===== src/rtl/core/i2cmra_pkg.sv =====
package i2cmra_pkg;

  localparam logic [15:0] TICKS_PER_UNIT_RESET = 16'd16;
  localparam logic [7:0]  ACK_POLL_LIMIT_RESET = 8'd250;

  localparam logic [1:0] OP_WRITE = 2'd1;
  localparam logic [1:0] OP_READ  = 2'd2;

  localparam logic CFG_TICKS_PER_UNIT = 1'b0;
  localparam logic CFG_ACK_POLL_LIMIT = 1'b1;

  localparam logic [7:0] READ_BIT = 8'h01;

  typedef struct packed {
    logic [1:0] operation;
    logic [7:0] device_address;
    logic [7:0] register_address;
    logic [7:0] write_data;
    logic [7:0] read_length;
    logic       sda_sample;
  } item_t;

  typedef struct packed {
    logic       scl_level;
    logic       sda_level;
    logic [7:0] read_byte;
    logic       read_valid;
    logic       read_last;
    logic       busy;
    logic       done;
    logic       nack;
  } res_t;

endpackage


===== src/rtl/core/i2cmra_in_stage.sv =====
module i2cmra_in_stage
  import i2cmra_pkg::*;
(
  input  logic  clk,
  input  logic  rst,
  input  logic  in_valid,
  output logic  in_stall,
  input  item_t in_item,
  input  logic  fire,
  output logic  held_valid,
  output item_t held_item
);

  logic  valid;
  item_t item;

  assign in_stall   = valid && !fire;
  assign held_valid = valid;
  assign held_item  = item;

  always_ff @(posedge clk) begin
    if (rst) begin
      valid <= 1'b0;
    end else if (in_valid && !in_stall) begin
      valid <= 1'b1;
    end else if (fire) begin
      valid <= 1'b0;
    end
  end

  always_ff @(posedge clk) begin
    if (in_valid && !in_stall) begin
      item <= in_item;
    end
  end

endmodule


===== src/rtl/core/i2cmra_seq.sv =====
module i2cmra_seq
  import i2cmra_pkg::*;
(
  input  logic        clk,
  input  logic        rst,
  input  logic        fire,
  input  item_t       item,
  input  logic [15:0] ticks_per_unit,
  input  logic [7:0]  ack_poll_limit,
  output res_t        res
);

  typedef enum logic [4:0] {
    PH_IDLE, PH_ST1, PH_ST2, PH_ST3, PH_WB_BIT, PH_WB_HIGH, PH_WA1, PH_WA2,
    PH_POLL, PH_WA_END, PH_NEXT, PH_RD_PRE, PH_RD_HIGH, PH_RD_SAMPLE,
    PH_AK1, PH_AK2, PH_AK3, PH_NA1, PH_NA2, PH_NA3, PH_SP1, PH_SP2, PH_SP3,
    PH_END
  } phase_t;

  phase_t      phase, phase_next;
  logic [3:0]  bit_index, bit_index_next;
  logic [7:0]  shift_byte, shift_byte_next;
  logic [7:0]  bytes_left, bytes_left_next;
  logic [15:0] delay_count, delay_count_next;
  logic [1:0]  units_left, units_left_next;
  logic [7:0]  poll_count, poll_count_next;
  logic [7:0]  saved_device, saved_device_next;
  logic [7:0]  saved_register, saved_register_next;
  logic [7:0]  saved_data, saved_data_next;
  logic [1:0]  saved_operation, saved_operation_next;
  logic [1:0]  stage, stage_next;
  logic        nack_flag, nack_flag_next;
  logic        scl_drive, scl_drive_next;
  logic        sda_drive, sda_drive_next;

  logic [15:0] unit_m1;
  logic        go;
  logic        timed;
  logic [7:0]  rbyte;
  logic        rvalid;
  logic        rlast;
  logic        busy;
  logic        done;

  // zero ticks per unit behaves as one
  assign unit_m1 = (ticks_per_unit == 16'd0) ? 16'd0 : ticks_per_unit - 16'd1;

  always_comb begin
    phase_next           = phase;
    bit_index_next       = bit_index;
    shift_byte_next      = shift_byte;
    bytes_left_next      = bytes_left;
    delay_count_next     = delay_count;
    units_left_next      = units_left;
    poll_count_next      = poll_count;
    saved_device_next    = saved_device;
    saved_register_next  = saved_register;
    saved_data_next      = saved_data;
    saved_operation_next = saved_operation;
    stage_next           = stage;
    nack_flag_next       = nack_flag;
    scl_drive_next       = scl_drive;
    sda_drive_next       = sda_drive;
    go     = 1'b0;
    timed  = 1'b0;
    rbyte  = 8'd0;
    rvalid = 1'b0;
    rlast  = 1'b0;
    busy   = 1'b0;
    done   = 1'b0;

    if (phase == PH_IDLE && (item.operation == OP_WRITE || item.operation == OP_READ)) begin
      saved_operation_next = item.operation;
      saved_device_next    = item.device_address;
      saved_register_next  = item.register_address;
      saved_data_next      = item.write_data;
      bytes_left_next      = item.read_length;
      shift_byte_next      = item.device_address;
      nack_flag_next       = 1'b0;
      stage_next           = 2'd0;
      delay_count_next     = 16'd0;
      units_left_next      = 2'd0;
      phase_next           = PH_ST1;
    end

    if (phase_next != PH_IDLE) begin
      busy = 1'b1;
      if (delay_count_next != 16'd0 || units_left_next != 2'd0) begin
        if (delay_count_next != 16'd0) begin
          delay_count_next = delay_count_next - 16'd1;
        end else begin
          units_left_next  = units_left_next - 2'd1;
          delay_count_next = unit_m1;
        end
      end else begin
        go = 1'b1;
        // untimed steps fall through into the next timed step on the same tick
        case (phase_next)
          PH_POLL: begin
            if (!item.sda_sample) begin
              phase_next = PH_WA_END;
            end else if (poll_count_next >= ack_poll_limit) begin
              nack_flag_next = 1'b1;
              phase_next     = PH_WA_END;
            end else begin
              poll_count_next = poll_count_next + 8'd1;
              go              = 1'b0;
            end
          end
          PH_NEXT: begin
            if (stage_next == 2'd0) begin
              shift_byte_next = saved_register_next;
              stage_next      = 2'd1;
              bit_index_next  = 4'd0;
              phase_next      = PH_WB_BIT;
            end else if (stage_next == 2'd1) begin
              stage_next = 2'd2;
              if (saved_operation_next == OP_WRITE) begin
                shift_byte_next = saved_data_next;
                bit_index_next  = 4'd0;
                phase_next      = PH_WB_BIT;
              end else begin
                shift_byte_next = saved_device_next | READ_BIT;
                phase_next      = PH_ST1;
              end
            end else if (saved_operation_next == OP_READ) begin
              phase_next = (bytes_left_next != 8'd0) ? PH_RD_PRE : PH_NA1;
            end else begin
              phase_next = PH_SP1;
            end
          end
          PH_IDLE, PH_END: go = 1'b0;
          default: ;
        endcase

        if (go) begin
          timed = 1'b1;
          case (phase_next)
            PH_ST1: begin
              sda_drive_next = 1'b1; scl_drive_next = 1'b1;
              phase_next = PH_ST2; units_left_next = 2'd0;
            end
            PH_ST2: begin
              sda_drive_next = 1'b0;
              phase_next = PH_ST3; units_left_next = 2'd0;
            end
            PH_ST3: begin
              scl_drive_next = 1'b0; bit_index_next = 4'd0;
              phase_next = PH_WB_BIT; units_left_next = 2'd1;
            end
            PH_WB_BIT: begin
              scl_drive_next = 1'b0;
              sda_drive_next = shift_byte_next[7];
              phase_next = PH_WB_HIGH; units_left_next = 2'd1;
            end
            PH_WB_HIGH: begin
              scl_drive_next  = 1'b1;
              shift_byte_next = {shift_byte_next[6:0], 1'b0};
              bit_index_next  = bit_index_next + 4'd1;
              phase_next = (bit_index_next >= 4'd8) ? PH_WA1 : PH_WB_BIT;
              units_left_next = 2'd1;
            end
            PH_WA1: begin
              scl_drive_next = 1'b0; sda_drive_next = 1'b1;
              phase_next = PH_WA2; units_left_next = 2'd1;
            end
            PH_WA2: begin
              scl_drive_next = 1'b1; poll_count_next = 8'd0;
              phase_next = PH_POLL; units_left_next = 2'd0;
            end
            PH_WA_END: begin
              scl_drive_next = 1'b0;
              phase_next = PH_NEXT; units_left_next = 2'd2;
            end
            PH_RD_PRE: begin
              sda_drive_next = 1'b1; bit_index_next = 4'd0;
              phase_next = PH_RD_HIGH; units_left_next = 2'd1;
            end
            PH_RD_HIGH: begin
              sda_drive_next = 1'b1; scl_drive_next = 1'b1;
              phase_next = PH_RD_SAMPLE; units_left_next = 2'd1;
            end
            PH_RD_SAMPLE: begin
              shift_byte_next = {shift_byte_next[6:0], item.sda_sample};
              scl_drive_next  = 1'b0;
              bit_index_next  = bit_index_next + 4'd1;
              units_left_next = 2'd1;
              if (bit_index_next >= 4'd8) begin
                rbyte           = shift_byte_next;
                rvalid          = 1'b1;
                bytes_left_next = bytes_left_next - 8'd1;
                rlast           = (bytes_left_next == 8'd0);
                phase_next      = (bytes_left_next != 8'd0) ? PH_AK1 : PH_NA1;
              end else begin
                phase_next = PH_RD_HIGH;
              end
            end
            PH_AK1: begin
              sda_drive_next = 1'b0;
              phase_next = PH_AK2; units_left_next = 2'd0;
            end
            PH_AK2: begin
              scl_drive_next = 1'b1;
              phase_next = PH_AK3; units_left_next = 2'd0;
            end
            PH_AK3: begin
              scl_drive_next = 1'b0;
              phase_next = PH_RD_PRE; units_left_next = 2'd1;
            end
            PH_NA1: begin
              sda_drive_next = 1'b1;
              phase_next = PH_NA2; units_left_next = 2'd0;
            end
            PH_NA2: begin
              scl_drive_next = 1'b1;
              phase_next = PH_NA3; units_left_next = 2'd0;
            end
            PH_NA3: begin
              scl_drive_next = 1'b0;
              phase_next = PH_SP1; units_left_next = 2'd1;
            end
            PH_SP1: begin
              scl_drive_next = 1'b0; sda_drive_next = 1'b0;
              phase_next = PH_SP2; units_left_next = 2'd0;
            end
            PH_SP2: begin
              scl_drive_next = 1'b1;
              phase_next = PH_SP3; units_left_next = 2'd0;
            end
            PH_SP3: begin
              sda_drive_next = 1'b1;
              phase_next = PH_END; units_left_next = 2'd1;
            end
            default: timed = 1'b0;
          endcase
          if (timed) begin
            delay_count_next = unit_m1;
          end
        end
      end

      if (delay_count_next == 16'd0 && units_left_next == 2'd0 && phase_next == PH_END) begin
        phase_next = PH_IDLE;
        done       = 1'b1;
      end
    end
  end

  always_comb begin
    res.scl_level  = scl_drive_next;
    res.sda_level  = sda_drive_next;
    res.read_byte  = rbyte;
    res.read_valid = rvalid;
    res.read_last  = rlast;
    res.busy       = busy;
    res.done       = done;
    res.nack       = nack_flag_next;
  end

  always_ff @(posedge clk) begin
    if (rst) begin
      phase           <= PH_IDLE;
      bit_index       <= 4'd0;
      shift_byte      <= 8'd0;
      bytes_left      <= 8'd0;
      delay_count     <= 16'd0;
      units_left      <= 2'd0;
      poll_count      <= 8'd0;
      saved_device    <= 8'd0;
      saved_register  <= 8'd0;
      saved_data      <= 8'd0;
      saved_operation <= 2'd0;
      stage           <= 2'd0;
      nack_flag       <= 1'b0;
      scl_drive       <= 1'b1;
      sda_drive       <= 1'b1;
    end else if (fire) begin
      phase           <= phase_next;
      bit_index       <= bit_index_next;
      shift_byte      <= shift_byte_next;
      bytes_left      <= bytes_left_next;
      delay_count     <= delay_count_next;
      units_left      <= units_left_next;
      poll_count      <= poll_count_next;
      saved_device    <= saved_device_next;
      saved_register  <= saved_register_next;
      saved_data      <= saved_data_next;
      saved_operation <= saved_operation_next;
      stage           <= stage_next;
      nack_flag       <= nack_flag_next;
      scl_drive       <= scl_drive_next;
      sda_drive       <= sda_drive_next;
    end
  end

endmodule


===== src/rtl/core/i2cmra_out_stage.sv =====
module i2cmra_out_stage
  import i2cmra_pkg::*;
(
  input  logic clk,
  input  logic rst,
  input  logic fire,
  input  res_t res,
  output logic ready,
  output logic out_valid,
  input  logic out_stall,
  output res_t out_res
);

  logic valid;
  res_t data;

  assign ready     = !valid || !out_stall;
  assign out_valid = valid;
  assign out_res   = data;

  always_ff @(posedge clk) begin
    if (rst) begin
      valid <= 1'b0;
    end else if (fire) begin
      valid <= 1'b1;
    end else if (!out_stall) begin
      valid <= 1'b0;
    end
  end

  always_ff @(posedge clk) begin
    if (fire) begin
      data <= res;
    end
  end

endmodule


===== src/rtl/core/i2c_master_register_access_unit.sv =====
// I2C master for register write and burst register read, stepped one bus
// tick per input beat. Each input beat carries the sampled SDA level and,
// while the master is idle, an operation (1 write, 2 burst read, else none).
// Each input beat yields exactly one output beat with the SCL/SDA drive
// levels after that tick, a read byte strobe with its last flag, busy, done
// and a sticky no-ack flag that clears when a new command starts.
// Both channels use valid/stall; a beat moves when valid is high and stall
// is low. An input register feeds a single pass of next-state logic whose
// result lands in an output register, and one beat per cycle is sustained
// while the output is not stalled. A stalled output holds its beat while
// one more input beat is taken into the input register; further input is
// stalled until the output drains. Configuration (ticks per delay unit,
// ack poll limit) is written through cfg_wr_en/cfg_index/cfg_data; the
// user must do so only while the master is idle, as the block does not
// enforce it. Reset is synchronous: the sequencer returns to idle with
// both lines released, pipeline stages empty, config back to 16 ticks and
// 250 polls.
module i2c_master_register_access_unit
  import i2cmra_pkg::*;
(
  input  logic        clk,
  input  logic        rst,
  input  logic        cfg_wr_en,
  input  logic        cfg_index,
  input  logic [15:0] cfg_data,
  input  logic        in_valid,
  output logic        in_stall,
  input  logic [1:0]  operation,
  input  logic [7:0]  device_address,
  input  logic [7:0]  register_address,
  input  logic [7:0]  write_data,
  input  logic [7:0]  read_length,
  input  logic        sda_sample,
  output logic        out_valid,
  input  logic        out_stall,
  output logic        scl_level,
  output logic        sda_level,
  output logic [7:0]  read_byte,
  output logic        read_valid,
  output logic        read_last,
  output logic        busy_res,
  output logic        done_res,
  output logic        nack_seen
);

  logic [15:0] ticks_per_unit;
  logic [7:0]  ack_poll_limit;
  item_t       in_item;
  item_t       held_item;
  logic        held_valid;
  logic        ready;
  logic        fire;
  res_t        res;
  res_t        out_res;

  always_ff @(posedge clk) begin
    if (rst) begin
      ticks_per_unit <= TICKS_PER_UNIT_RESET;
      ack_poll_limit <= ACK_POLL_LIMIT_RESET;
    end else if (cfg_wr_en) begin
      case (cfg_index)
        CFG_TICKS_PER_UNIT: ticks_per_unit <= cfg_data;
        CFG_ACK_POLL_LIMIT: ack_poll_limit <= cfg_data[7:0];
        default: ;
      endcase
    end
  end

  assign in_item.operation        = operation;
  assign in_item.device_address   = device_address;
  assign in_item.register_address = register_address;
  assign in_item.write_data       = write_data;
  assign in_item.read_length      = read_length;
  assign in_item.sda_sample       = sda_sample;

  assign fire = held_valid && ready;

  i2cmra_in_stage u_in_stage (
    .clk        (clk),
    .rst        (rst),
    .in_valid   (in_valid),
    .in_stall   (in_stall),
    .in_item    (in_item),
    .fire       (fire),
    .held_valid (held_valid),
    .held_item  (held_item)
  );

  i2cmra_seq u_seq (
    .clk            (clk),
    .rst            (rst),
    .fire           (fire),
    .item           (held_item),
    .ticks_per_unit (ticks_per_unit),
    .ack_poll_limit (ack_poll_limit),
    .res            (res)
  );

  i2cmra_out_stage u_out_stage (
    .clk       (clk),
    .rst       (rst),
    .fire      (fire),
    .res       (res),
    .ready     (ready),
    .out_valid (out_valid),
    .out_stall (out_stall),
    .out_res   (out_res)
  );

  assign scl_level  = out_res.scl_level;
  assign sda_level  = out_res.sda_level;
  assign read_byte  = out_res.read_byte;
  assign read_valid = out_res.read_valid;
  assign read_last  = out_res.read_last;
  assign busy_res   = out_res.busy;
  assign done_res   = out_res.done;
  assign nack_seen  = out_res.nack;

endmodule

===== config.mk =====
export PLATFORM = sky130hd
export DESIGN_NAME = i2c_master_register_access_unit
export DESIGN_NICKNAME = d
export VERILOG_FILES = /design/src/rtl/core/i2cmra_pkg.sv /design/src/rtl/core/i2cmra_in_stage.sv /design/src/rtl/core/i2cmra_seq.sv /design/src/rtl/core/i2cmra_out_stage.sv /design/src/rtl/core/i2c_master_register_access_unit.sv
export SDC_FILE = /design/constraint.sdc
export NUM_CORES = 1
export LEC_CHECK = 0
export BUFFER_PORTS_ARGS = -buffer_cell sky130_fd_sc_hd__buf_2
export CORE_ASPECT_RATIO = 2
export CORE_MARGIN = 3
export CORE_UTILIZATION = 44
export DETAILED_ROUTE_END_ITERATION = 12
export GPL_TIMING_DRIVEN = 0
export PLACE_DENSITY = 0.61
export SETUP_SLACK_MARGIN = 0.3
export SYNTH_ARGS = -nofsm -noshare
export SYNTH_HDL_FRONTEND = slang
export SYNTH_SLANG_ARGS = --single-unit

===== constraint.sdc =====
create_clock -name clk -period 10.7 [get_ports clk]
set_input_delay 0 -clock clk [delete_from_list [all_inputs] [get_ports clk]]
set_output_delay 0 -clock clk [all_outputs]
set_load 0.02 [all_outputs]

* Word-level counts from Yosys, hierarchy flattened
Cells that the tools add are included.
** Cells by class
- Reduce and logical (&&, ||, !) cells :: 42
- Bitwise logic cells :: 6
- Muxes and demuxes :: 103
- Magnitude comparators :: 2
- Eq/ne operators :: 30
- Add/sub/neg operators :: 6
** Operator list (count)
- 8-bit two-way mux :: 22
- 16-bit two-way mux :: 8
- 5-bit one-hot mux with 20 select lines :: 1
- 5-bit two-way mux :: 16
- 5-bit equality test, second input constant :: 9
- 5-bit by 4-bit equality test with 1-bit output, second input constant :: 8
- 16-bit logical NOT :: 2
- 16-bit by 1-bit subtractor with 16-bit output, second input constant :: 2
- 2-bit two-way mux :: 14
- 4-bit two-way mux :: 7
- 1-bit two-way mux :: 27
- 5-bit by 3-bit equality test with 1-bit output, second input constant :: 4
- 20-bit OR reduction :: 1
- 8-bit one-hot mux with 2 select lines :: 1
- 16-bit nonzero test :: 1
- 8-bit nonzero test :: 2
- 5-bit by 2-bit equality test with 1-bit output, second input constant :: 2
- 5-bit logical NOT :: 2
- 5-bit one-hot mux with 2 select lines :: 1
- 10-bit OR reduction :: 1
- 9-bit OR reduction :: 1
- 8-bit by 1-bit adder with 8-bit output, second input constant :: 1
- 8-bit >= comparator :: 1
- 8-bit logical NOT :: 1
- 29 further kinds :: 54
** Storage, ports and cells
- Flip-flop bits (word level) :: 158
- Bits of input ports :: 57
- Logic and storage cells :: 223

* Longest topological paths before layout
Gate-level depths: netlist of the first run.
- Depth after elaboration :: 27
- Mapped depth :: 24
- Gate-level depth less buffers :: 16

* By module
From an unflattened synthesis of the first run, not the netlist that was laid out.
** Second synthesis, totals
- Cells, all modules :: 1145
- Area, all modules :: 9381.5 µm²
** Modules (own cells, without submodules)
- i2cmra_seq :: cells an instance 986, sequential area each 1621.6 µm², times used 1, area an instance 6740.2 µm²
- i2cmra_in_stage :: cells an instance 39, sequential area each 1071.0 µm², times used 1, area an instance 1101.1 µm²
- i2c_master_register_access_unit :: cells an instance 101, sequential area each 480.5 µm², times used 1, area an instance 1057.3 µm²
- i2cmra_out_stage :: cells an instance 19, sequential area each 470.5 µm², times used 1, area an instance 483.0 µm²

* Least setup slack after synthesis of the first run
No wires, ideal clock.
- Path kind :: reg-to-reg
- Start :: register u_in_stage.held_item[34] (netlist name)
- End :: register u_seq.phase[4]
- Setup time :: 0.117 ns
- Stages on the path, launching flop included :: 22
- Arrival time :: 5.516 ns
- Path slack :: 5.067 ns
- Path buffers :: 7
- Period minus slack after synthesis :: 5.633 ns
- Cell sequence :: edfxtp_1 > clkbuf_1 > xnor2_1 > or3_4 > buf_6 > clkbuf_1 > clkbuf_1 > buf_1 > clkbuf_1 > nand2_1 > ha_1 > or2_2 > nor3_1 > a31o_1 > buf_6 > nor2_8 > o21ai_2 > a21oi_1 > a2111oi_2 > nand4_1 > or4_4 > a32o_1
** On the way
- Cells in the longest elaborated chain, start to end :: 27
- Elaborated cells between the ends (all ways) :: 100
- Classes of those cells :: add/sub: 4; order compare: 1; eq/ne: 29; mux: 48; reduce/logical: 18
** Ends and longest elaborated chain
- 2-bit by 1-bit equality test with 1-bit output or 2-bit equality test (tied branches) :: RTL line i2cmra_seq.sv:72 : if (phase == PH_IDLE && (item.operation == OP_WRITE || item.operation == OP_READ)) begin
- 1-bit logical OR :: RTL line i2cmra_seq.sv:72
- 1-bit logical AND :: RTL line i2cmra_seq.sv:72
- 8-bit two-way mux :: RTL line i2cmra_seq.sv:72
- 8-bit nonzero test :: RTL line i2cmra_seq.sv:127 : phase_next = (bytes_left_next != 8'd0) ? PH_RD_PRE : PH_NA1;
- 5-bit two-way mux :: RTL line i2cmra_seq.sv:127
- 5-bit two-way mux :: RTL line i2cmra_seq.sv:126 : end else if (saved_operation_next == OP_READ) begin
- 5-bit two-way mux :: RTL line i2cmra_seq.sv:116 : end else if (stage_next == 2'd1) begin
- (+10 left out)
- 16-bit two-way mux :: RTL line i2cmra_seq.sv:236 : if (timed) begin
- 16-bit two-way mux :: RTL line i2cmra_seq.sv:136 : if (go) begin
- 16-bit two-way mux :: RTL line i2cmra_seq.sv:88 : if (delay_count_next != 16'd0 || units_left_next != 2'd0) begin
- 16-bit two-way mux :: RTL line i2cmra_seq.sv:86 : if (phase_next != PH_IDLE) begin
- 16-bit logical NOT :: RTL line i2cmra_seq.sv:242 : if (delay_count_next == 16'd0 && units_left_next == 2'd0 && phase_next == PH_END) begin
- 1-bit logical AND (2 in a row) :: RTL line i2cmra_seq.sv:242
- 5-bit two-way mux :: RTL line i2cmra_seq.sv:242
- 5-bit two-way mux * :: RTL line i2cmra_seq.sv:86
- end signal, assigned :: RTL line i2cmra_seq.sv:278 : phase <= phase_next;
- end, declared :: RTL line i2cmra_seq.sv:20 : phase_t phase, phase_next;
Mark *: on every way between the ends. The rest lies on a longest branch, timed or not. The select of a mux whose other input is x is not followed.
A chain may end at the register's enable or synchronous reset.

* Worst setup path after layout of the first run
- Start :: register u_in_stage.held_item[34] (netlist name)
- End :: register u_seq.phase[0]
** On the way
- Cells in the longest elaborated chain, start to end :: 27
- Elaborated cells between the ends (all ways) :: 100
- Classes of those cells :: add/sub: 4; order compare: 1; eq/ne: 29; mux: 48; reduce/logical: 18
** Ends and longest elaborated chain (RTL line)
- 2-bit by 1-bit equality test with 1-bit output or 2-bit equality test (tied branches) :: i2cmra_seq.sv:72
- 1-bit logical OR :: i2cmra_seq.sv:72
- 1-bit logical AND :: i2cmra_seq.sv:72
- 8-bit two-way mux :: i2cmra_seq.sv:72
- 8-bit nonzero test :: i2cmra_seq.sv:127
- 5-bit two-way mux :: i2cmra_seq.sv:127
- 5-bit two-way mux :: i2cmra_seq.sv:126
- 5-bit two-way mux :: i2cmra_seq.sv:116
- (+10 left out)
- 16-bit two-way mux :: i2cmra_seq.sv:236
- 16-bit two-way mux :: i2cmra_seq.sv:136
- 16-bit two-way mux :: i2cmra_seq.sv:88
- 16-bit two-way mux :: i2cmra_seq.sv:86
- 16-bit logical NOT :: i2cmra_seq.sv:242
- 1-bit logical AND (2 in a row) :: i2cmra_seq.sv:242
- 5-bit two-way mux :: i2cmra_seq.sv:242
- 5-bit two-way mux * :: i2cmra_seq.sv:86
Marked as above.

==> impl_metrics.env, run 1 <==
export IMPL_run_status="completed"
export IMPL_synth_edf_count=50
export IMPL_clk_latency_ns=0.45
export IMPL_drt_wl_total_um=35000
export IMPL_synth_area_leaders="dfxtp_1 23%, edfxtp_1 16%, nand2_1 7.7%"
export IMPL_period_share=0.772
export IMPL_yosysUniqueCellTypes=91
export IMPL_die_w_um=110
export IMPL_hold_class="input pin to flop"
export IMPL_cts_sinks=157
export IMPL_synth_nets=1249
export IMPL_p_sw_frac=0.443
export IMPL_port_buffer_count=73
export IMPL_grt_pass1_vias=9625
export IMPL_worstSetupPathType="flop to flop"
export IMPL_drt_wirelength_per_cell_um=21.9
export IMPL_worstPathCellList="clkbuf_1 > xnor2_1 > or3_4 > buf_6 > clkbuf_1 > clkbuf_1 > buf_1 > clkbuf_1 > nand2_1 > ha_1 > or2_2 > nor3_1 > a31o_1 > buf_6 > nor2_8 > o21ai_2 > a41oi_1 > o21ai_1 > nand4_1 > or4_4 > a32o_1"
export IMPL_cts_made_buffers=17
export IMPL_tightest_slew_ns=1.35
export IMPL_wl_met1_um=11500
export IMPL_switching_power_w=0.00112
export IMPL_fp_dieH_um=214
export IMPL_pin_count=74
export IMPL_grt_ovfl_total=0
export IMPL_total_power_w=0.00253
export IMPL_ys_ff_latch=157
export IMPL_postCtsSetupBuffers=0
export IMPL_top_layer="met4"
export IMPL_vias_per_cell=6.04
export IMPL_cp_max_fo=10
export IMPL_fin_nets=1395
export IMPL_vias=9676
export IMPL_fp_row_count=75
export IMPL_yosysTopAreaCell="dfxtp_1"
export IMPL_critPathCapture="u_seq.phase[0]"
export IMPL_cp_required_ns=11.04
export IMPL_antenna_found_initial=0
export IMPL_reg2reg_depth=21
export IMPL_rr_endpoint="u_seq.phase[0]"
export IMPL_place_hpwl_um=26400
export IMPL_area_delta_synth_final_pct=19.0
export IMPL_crit_path_end_kind="flop"
export IMPL_cts_root_buf="clkbuf_16"
export IMPL_cts_buffer_depth=2
export IMPL_r2r_setup_slack_ns=2.44
export IMPL_track_usage=0.304
export IMPL_seqCellArea_mm2=0.00364
export IMPL_rsz0062_at_grt="false"
export IMPL_die_area_mm2=0.0235
export IMPL_critPathLaunch="u_in_stage.held_item[34]"
export IMPL_cts_hold_buf=53
export IMPL_seqPwrFrac=0.281
export IMPL_p_leak_nw=4.26
export IMPL_skew_ns=0.0106
export IMPL_async_flop_share=0
export IMPL_pwr_share_clk=0.233
export IMPL_max_slew_margin_rel=0.0894
export IMPL_drv_slew=0
export IMPL_synth_top_area_share=0.225
export IMPL_initial_utilization=0.451
export IMPL_setup_viol=0
export IMPL_vdd_drop_max_v=0.000146
export IMPL_synth_seq_area_share=0.383
export IMPL_path_depth=21
export IMPL_maxCapViolations=0
export IMPL_yosysMostFrequentCell="nand2_1"
export IMPL_synth_ff_type="dfxtp_1"
export IMPL_critPathMostFrequentCell="clkbuf_1"
export IMPL_fill_cells=2045
export IMPL_yosys_top_cells_count="196 x nand2_1, 128 x a21oi_1, 107 x dfxtp_1, 106 x nor2_1, 58 x clkbuf_1"
export IMPL_max_freq_ghz=0.121
export IMPL_fin_crit_ns=8.26
export IMPL_gp_congestion=1.04
export IMPL_cpMaxStageDelayCell="xnor2_1"
export IMPL_crit_family="buffers and inverters"
export IMPL_worst_slack_ns=2.44
export IMPL_multi_input_area_mm2=0.00544
export IMPL_drtIter0Drc=642
export IMPL_power_density_mw_per_mm2=223
export IMPL_htree_levels=4
export IMPL_intPower_w=0.00141
export IMPL_drc=0
export IMPL_syn_area_mm2=0.00952
export IMPL_cp_slowest_stage_delay_ns=0.79
export IMPL_diodes=0
export IMPL_arrival_ns=8.60
export IMPL_syn_inst=1173
export IMPL_ctsResizeCount=0
export IMPL_ant_nets=0
export IMPL_path_buf_inv=7
export IMPL_fin_setup_tns_ns=0
export IMPL_dp_slack_ns=2.73
export IMPL_grt_max_degree=34
export IMPL_drive_above_1_share=0.116
export IMPL_clk_pin_slew_ns=0.06
export IMPL_grt_first_pass_wirelength_um=53500
export IMPL_finalHoldViolations=0
export IMPL_crit_path_start_kind="flop"
export IMPL_cts_tree="done"
export IMPL_synth_warning_count=0
export IMPL_routed_wl_met3_um=1590
export IMPL_wl_met2_um=18500
export IMPL_pwr_share_comb=0.486
export IMPL_first_pass_iters=6
export IMPL_r2r_start="u_in_stage.held_item[34]"
export IMPL_avgSynthCellArea_um2=8.11
export IMPL_coreArea_mm2=0.0211
==> cells in the final DEF, fill, tap and decap left out, types with 32 or more instances in the layout <==
| cell type | Yosys | routed |
|---|---|---|
| nand2_1 | 196 | 196 |
| a21oi_1 | 128 | 128 |
| dfxtp_1 | 107 | 107 |
| nor2_1 | 106 | 106 |
| buf_2 | 6 | 79 |
| clkbuf_1 | 58 | 60 |
| o21ai_0 | 57 | 57 |
| dlygate4sd3_1 | 0 | 53 |
| edfxtp_1 | 50 | 50 |
| nand3_1 | 34 | 34 |
| nor3_1 | 32 | 32 |
==> worst min path at each step <==
stage	endpoint	cells after the start	from
after detailed placement	u_in_stage.held_item[3]	1	read_length[2]
after global placement	u_in_stage.held_item[28]	1	device_address[3]
after global routing	u_seq.phase[4]	3	rst
after floorplan	u_in_stage.held_item[0]	0	sda_sample
after CTS	u_seq.phase[4]	3	rst
final	u_seq.phase[4]	3	rst
==> final cells by class <==
type	instances	area share
well taps	269	0.0297
repair buffers	127	0.0808
clock buffers	22	0.0410
inverters	29	0.00961
flip-flops and latches	157	0.322
clock inverters	10	0.00773
plain buffers	76	0.0293
multi-input cells	911	0.480
==> power groups by stage <==
stage                     registers [W]  clock network [W]  logic [W]
after floorplan                0.000712                  0   0.000818
after global routing           0.000714           0.000618    0.00132
after detailed placement       0.000720                  0    0.00117
after global placement         0.000719                  0    0.00117
final                          0.000710           0.000588    0.00123
after CTS                      0.000708           0.000597    0.00119
==> registers in the layout, indices dropped and copies added (netlist names), 15 cells and up <==
register and cells:
u_in_stage.held_item 35, ticks_per_unit 16, u_seq.delay_count 16, u_out_stage.out_res 15
==> layer usage <==
metal	track usage	vias to the layer above
met1	0.289	4508
li1	-	4590
met3	0.0606	182
met4	0.257	0
met5	0	-
met2	0.535	396
==> worst reg2reg max path: stages (launching register included) <==
cell and delay, ns:
edfxtp_1 0.35, clkbuf_1 0.20, xnor2_1 0.79, or3_4 0.31, buf_6 0.17, clkbuf_1 0.44, clkbuf_1 0.75, buf_1 0.67
clkbuf_1 0.40, nand2_1 0.17, ha_1 0.34, or2_2 0.34, nor3_1 0.59, a31o_1 0.25, buf_6 0.17, nor2_8 0.08
o21ai_2 0.33, a41oi_1 0.32, o21ai_1 0.43, nand4_1 0.15, or4_4 0.61, a32o_1 0.29
==> cells by family (layout without fill, tap and decap cells) <==
group,Yosys count,in the layout,share of synthesized area
XOR/XNOR,29,29,0.0267
adder cells (fa/ha/maj),19,19,0.0250
flip-flops,157,157,0.383
multiplexers,29,29,0.0388
AO/OA/AOI/OAI,337,337,0.232
AND/OR/NAND/NOR,497,497,0.249
buffers and inverters,105,264,0.0461
==> through the flow <==
stage,area (um^2),utilization,instances,hold slack (ns)
finish,11300,0.537,1601,0.0290
global route,11300,0.537,1601,0.0343
CTS,11300,0.537,1601,0.00666
detailed placement,10200,0.485,1516,0.178
global placement,10200,0.484,1515,0.176
floorplan,9520,-,1173,0.0989
No activity file was read; power rests on OpenSTA's default activity.
==> run 2, diff against run 1 <==
PLACE_DENSITY = 0.63   (was 0.61)
clock period = 7.2 ns   (was 10.7 ns; I/O delays follow)
==> run 2 against run 1 <==
  * The run now ends with capacitance limit left
  * Total power increased by 54%
  * Clock power increased by 57%
  * Utilization is 0.66 points higher
  * Clock-buffer cell count is 5 lower
  * Worst hold slack gained 0.018 ns
  * Worst setup slack got worse by 1.9 ns
  * Sequential share of layout area decreased by 0.39 points
  * First-iteration DRC count decreased by 0.47%
  * Cell count increased by 0.19%
  * Critical path type unchanged
  * Fmax rose by 24%
  * Via count rose by 0.89%
  * Combinational power up 54%
==> impl_metrics.env, run 2 (synthesized netlist as in run 1, its figures left out) <==
export IMPL_die_w_um=110
export IMPL_cts_made_buffers=17
export IMPL_pwr_share_comb=0.490
export IMPL_grt_ovfl_total=0
export IMPL_dp_cells=1516
export IMPL_path_buf_inv=8
export IMPL_hold_start="rst"
export IMPL_period_share=0.928
export IMPL_cp_required_ns=7.53
export IMPL_initial_utilization=0.451
export IMPL_fin_nets=1398
export IMPL_cp_max_fo=10
export IMPL_critPathLaunch="u_seq.phase[0]"
export IMPL_maxCapViolations=1
export IMPL_diodes=0
export IMPL_hold_class="input pin to flop"
export IMPL_worstPathCellList="or4_4 > buf_6 > or3_4 > buf_6 > clkbuf_2 > clkbuf_4 > buf_2 > clkbuf_2 > nand2_1 > inv_1 > ha_1 > or2_2 > and2_1 > buf_2 > o21a_1 > nor2_2 > nor4b_2 > o21ai_1 > o31ai_4 > nand4_1 > or4_4 > a32o_1"
export IMPL_path_depth=22
export IMPL_final_cells=1604
export IMPL_tightest_slew_ns=1.47
export IMPL_r2r_start="u_seq.phase[0]"
export IMPL_grt_first_pass_wirelength_um=55400
export IMPL_pin_count=74
export IMPL_drt_wl_total_um=36600
export IMPL_cts_buffer_depth=2
export IMPL_setup_viol=0
export IMPL_fp_dieH_um=214
export IMPL_first_pass_iters=6
export IMPL_finalHoldViolations=0
export IMPL_hold_worst_slack_ns=0.0473
export IMPL_run_status="finished with violations"
export IMPL_pwr_share_clk=0.238
export IMPL_reg2reg_depth=22
export IMPL_worstSetupPathType="flop to flop"
export IMPL_htree_levels=4
export IMPL_intPower_w=0.00213
export IMPL_arrival_ns=7.01
export IMPL_track_usage=0.317
export IMPL_hold_depth=3
export IMPL_drive_above_1_share=0.127
export IMPL_gp_congestion=1.00
export IMPL_largest_reg_flops=35
export IMPL_place_hpwl_um=28000
export IMPL_crit_path_end_kind="flop"
export IMPL_power_density_mw_per_mm2=338
export IMPL_crit_path_start_kind="flop"
export IMPL_clk_latency_ns=0.46
export IMPL_ant_nets=0
export IMPL_vdd_drop_max_v=0.000218
export IMPL_rsz0062_at_grt="false"
export IMPL_fin_area_mm2=0.0115
export IMPL_drv_slew=0
export IMPL_p_leak_nw=4.32
export IMPL_cp_slowest_stage_delay_ns=0.57
export IMPL_area_delta_synth_final_pct=20.5
export IMPL_max_freq_ghz=0.150
export IMPL_cts_sinks=157
export IMPL_switching_power_w=0.00175
export IMPL_drc=0
export IMPL_skew_ns=0.00825
export IMPL_cts_root_buf="clkbuf_16"
export IMPL_violations="capacitance limit"
export IMPL_clk_pin_slew_ns=0.07
export IMPL_vias=9762
export IMPL_cts_tree="done"
export IMPL_drtIter0Drc=639
export IMPL_seqPwrFrac=0.272
export IMPL_final_cell_mix="196 x nand2_1, 128 x a21oi_1, 107 x dfxtp_1, 106 x nor2_1, 81 x buf_2"
export IMPL_port_buffer_count=73
export IMPL_grt_pass1_vias=10000
export IMPL_fin_crit_ns=6.69
export IMPL_vias_per_cell=6.09
export IMPL_postPlaceCellArea_mm2=0.0102
export IMPL_fin_util=0.543
export IMPL_cpMaxStageDelayCell="or4_4"
export IMPL_p_sw_frac=0.450
export IMPL_fp_row_count=75
export IMPL_coreArea_mm2=0.0211
export IMPL_grt_max_degree=34
export IMPL_max_slew_margin_rel=0.00931
export IMPL_fill_cells=2066
export IMPL_total_power_w=0.00388
export IMPL_crit_family="simple AND/OR/NAND/NOR gates"
export IMPL_drt_wirelength_per_cell_um=22.8
export IMPL_die_area_mm2=0.0235
export IMPL_antenna_found_initial=0
export IMPL_final_common_cell="nand2_1"
[run 2: changes by cell type in the layout (fill, tap and decap cells not counted), sizes merged]
| cell | before | now |
|---|---|---|
| clkbuf | 80 | 75 |
| buf | 92 | 95 |
| clkinvlp | 1 | 4 |
| bufinv | 1 | 2 |
| inv | 29 | 30 |
[run 2: final timing paths]
path         slack [ns]               endpoint
min reg2reg        0.46  u_seq.saved_device[7]
max                0.51         u_seq.phase[4]
max reg2reg        0.51         u_seq.phase[4]
min                0.05         u_seq.phase[0]
[run 2: per-stage QoR]
step	setup slack (ns)	setup TNS, ns
floorplan	1.57	0
global placement	-1.24	-13.43
detailed placement	-1.21	-12.35
CTS	0.242	0
global route	0.373	0
finish	0.515	0
[run 2: area by class of cell]
class / instances / area, um^2 / area share
multi-input combinational: 911 / 5510 / 0.480
clock inverter: 15 / 164 / 0.0143
timing repair buffer: 130 / 938 / 0.0818
sequential: 157 / 3640 / 0.318
clock buffer: 17 / 425 / 0.0371
tap: 269 / 337 / 0.0293
buffer: 76 / 344 / 0.0300
inverter: 29 / 109 / 0.00949
[run 2: metal layers]
metal / track usage / share of wire / wire (um)
met5: 0 / 0 / 0
met4: 0.297 / 0.11 / 3900
met3: 0.0516 / 0.039 / 1430
met2: 0.565 / 0.53 / 19500
met1: 0.289 / 0.32 / 11800
[run 2: power groups by stage]
stage | logic, W | clock network (W) | registers (W)
final | 0.00190 | 0.000922 | 0.00105
after global placement | 0.00180 | 0 | 0.00107
after CTS | 0.00184 | 0.000939 | 0.00105
after detailed placement | 0.00179 | 0 | 0.00107
after global routing | 0.00202 | 0.000970 | 0.00106
after floorplan | 0.00122 | 0 | 0.00106
[run 2: worst reg2reg max path, delay by kind of cell, from the launching register on]
| family | cells | cell delay (ns) |
|---|---|---|
| buffers and inverters | 8 | 1.62 |
| flip-flops | 1 | 0.42 |
| AO/OA/AOI/OAI | 4 | 1.09 |
| adder cells (fa/ha/maj) | 1 | 0.30 |
| AND/OR/NAND/NOR | 9 | 3.14 |
[run 2: what timing repair did]
action,4_1_cts,5_1_grt
gates resized for setup,12,8
setup endpoints to repair,64,5
hold endpoints to repair,63,0
buffers inserted,0,3
hold buffers,53,0
pin swaps,0,1
==> run 3, diff against run 2 <==
CTS_BUF_LIST = sky130_fd_sc_hd__clkbuf_2 sky130_fd_sc_hd__clkbuf_4 sky130_fd_sc_hd__clkbuf_8   (was unset)
PLACE_DENSITY = 0.61   (was 0.63)
clock period = 7.11 ns   (was 7.2 ns; I/O delays follow)
==> run 3 against run 2 <==
  * The run now ends clean
  * Worst setup slack better by 0.020 ns
  * Utilization down 0.92 points
  * Via count down 0.37%
  * Non-clock buffer count is 6 higher
  * Die area stayed put
==> impl_metrics.env, run 3 (synthesized netlist as in run 1, its figures left out) <==
export IMPL_largest_reg_flops=35
export IMPL_drv_slew=0
export IMPL_seqCellArea_mm2=0.00364
export IMPL_cp_required_ns=7.50
export IMPL_die_area_mm2=0.0235
export IMPL_dp_cells=1516
export IMPL_grt_first_pass_wirelength_um=53500
export IMPL_drt_wl_total_um=34900
export IMPL_area_delta_synth_final_pct=18.5
export IMPL_setup_viol=0
export IMPL_cts_buffer_depth=2
export IMPL_hold_start="read_length[6]"
export IMPL_holdPathEnd="u_in_stage.held_item[7]"
export IMPL_ant_nets=0
export IMPL_rr_endpoint="u_seq.phase[0]"
export IMPL_pin_count=74
export IMPL_reg2reg_depth=22
export IMPL_grt_ovfl_total=0
export IMPL_drtIter0Drc=666
export IMPL_initial_utilization=0.451
export IMPL_multi_input_area_mm2=0.00547
export IMPL_final_common_cell="nand2_1"
export IMPL_antenna_found_initial=0
export IMPL_worst_slack_ns=0.535
export IMPL_port_buffer_count=73
export IMPL_drc=0
export IMPL_fp_row_count=75
export IMPL_run_status="completed"
export IMPL_maxCapViolations=0
export IMPL_first_pass_iters=5
export IMPL_final_cell_mix="196 x nand2_1, 128 x a21oi_1, 107 x dfxtp_1, 106 x nor2_1, 81 x buf_2"
export IMPL_fin_util=0.534
export IMPL_r2r_start="u_seq.phase[4]"
export IMPL_period_share=0.925
export IMPL_gp_congestion=1.04
export IMPL_max_freq_ghz=0.152
export IMPL_rsz0062_at_grt="false"
export IMPL_vdd_drop_max_v=0.000177
export IMPL_vias=9726
export IMPL_hold_class="input pin to flop"
export IMPL_htree_levels=4
export IMPL_grt_pass1_vias=9675
export IMPL_drt_wirelength_per_cell_um=21.7
export IMPL_crit_path_start_kind="flop"
export IMPL_drive_above_1_share=0.125
export IMPL_crit_path_end_kind="flop"
export IMPL_diodes=0
export IMPL_clk_latency_ns=0.50
export IMPL_power_density_mw_per_mm2=317
export IMPL_p_leak_nw=4.24
export IMPL_cts_made_buffers=17
export IMPL_cp_max_fo=19
export IMPL_cts_tree="done"
export IMPL_tightest_slew_ns=1.13
export IMPL_dp_slack_ns=-0.865
export IMPL_fin_crit_ns=6.58
export IMPL_cts_root_buf="clkbuf_8"
export IMPL_die_w_um=110
export IMPL_vias_per_cell=6.04
export IMPL_finalHoldViolations=0
export IMPL_coreArea_mm2=0.0211
export IMPL_final_cells=1610
export IMPL_arrival_ns=6.96
export IMPL_grt_max_degree=34
export IMPL_r2r_setup_slack_ns=0.53
export IMPL_hold_depth=2
export IMPL_fin_nets=1404
export IMPL_fill_cells=2071
export IMPL_place_hpwl_um=26400
export IMPL_cts_sinks=157
export IMPL_max_slew_margin_rel=0.238
export IMPL_worstSetupPathType="flop to flop"
export IMPL_fp_dieH_um=214
export IMPL_skew_ns=0.0174
export IMPL_track_usage=0.302
export IMPL_clk_pin_slew_ns=0.09
## run 3: metrics by stage
stage	setup TNS, ns	hold WS [ns]	instance area (um^2)	power [W]
final	0	0.214	11300	0.00357
after global routing	0	0.202	11300	0.00377
after CTS	0	0.180	11300	0.00354
after detailed placement	-7.10	0.178	10200	0.00284
after global placement	-8.63	0.176	10200	0.00285
after floorplan	0	0.0989	9520	0.00230
## run 3: critical path, cell delays in order, from the launching register on
cell	delay [ns]
dfxtp_1	0.32
buf_6	0.13
or4_4	0.52
buf_6	0.16
or3_4	0.40
buf_6	0.19
clkbuf_2	0.31
buf_2	0.33
clkbuf_1	0.26
nand2_1	0.18
inv_1	0.06
ha_1	0.28
or2_2	0.33
and2_1	0.15
buf_2	0.18
o21a_1	0.19
nor2_2	0.40
nor4b_1	0.42
o21ai_1	0.23
o31ai_4	0.37
nand4_1	0.14
or4_4	0.59
a32o_1	0.29
## run 3: layout make-up
| type | count | area share |
|---|---|---|
| multi-input combinational | 911 | 0.485 |
| sequential | 157 | 0.323 |
| timing repair buffer | 137 | 0.0894 |
| tap | 269 | 0.0299 |
| buffer | 75 | 0.0297 |
| clock buffer | 22 | 0.0252 |
| inverter | 29 | 0.00965 |
| clock inverter | 10 | 0.00777 |
## run 3: repair_timing
item | 4_1_cts | 5_1_grt
resized for setup | 9 | 0
pin swaps | 0 | 1
endpoints found under the setup margin | 63 | 5
setup buffers | 0 | 2
hold endpoints to repair | 65 | 0
hold buffers | 60 | 0
## run 3: power by group
group / switching [W] / total (W) / internal [W]
registers: 0.0000640 / 0.00107 / 0.00100
logic: 0.00123 / 0.00185 / 0.000626
clock network: 0.000350 / 0.000656 / 0.000306
## run 3: worst max path at each step
stage                                        start             end  slack [ns]  cells past startpoint
final                               u_seq.phase[4]  u_seq.phase[0]        0.53                     22
after global routing      u_in_stage.held_item[34]  u_seq.phase[1]        0.33                     20
after CTS                           u_seq.phase[4]  u_seq.phase[0]        0.33                     20
after detailed placement  u_in_stage.held_item[34]  u_seq.phase[0]       -0.86                     21
after global placement    u_in_stage.held_item[34]  u_seq.phase[4]       -0.95                     21
after floorplan           u_in_stage.held_item[34]  u_seq.phase[4]        1.48                     21
## run 3: metal layers
metal	routed length, um	GRT usage	vias up
met3	1560	0.0561	186
met4	3350	0.247	0
met1	11400	0.287	4558
met5	0	0	-
li1	-	-	4613
met2	18600	0.538	369
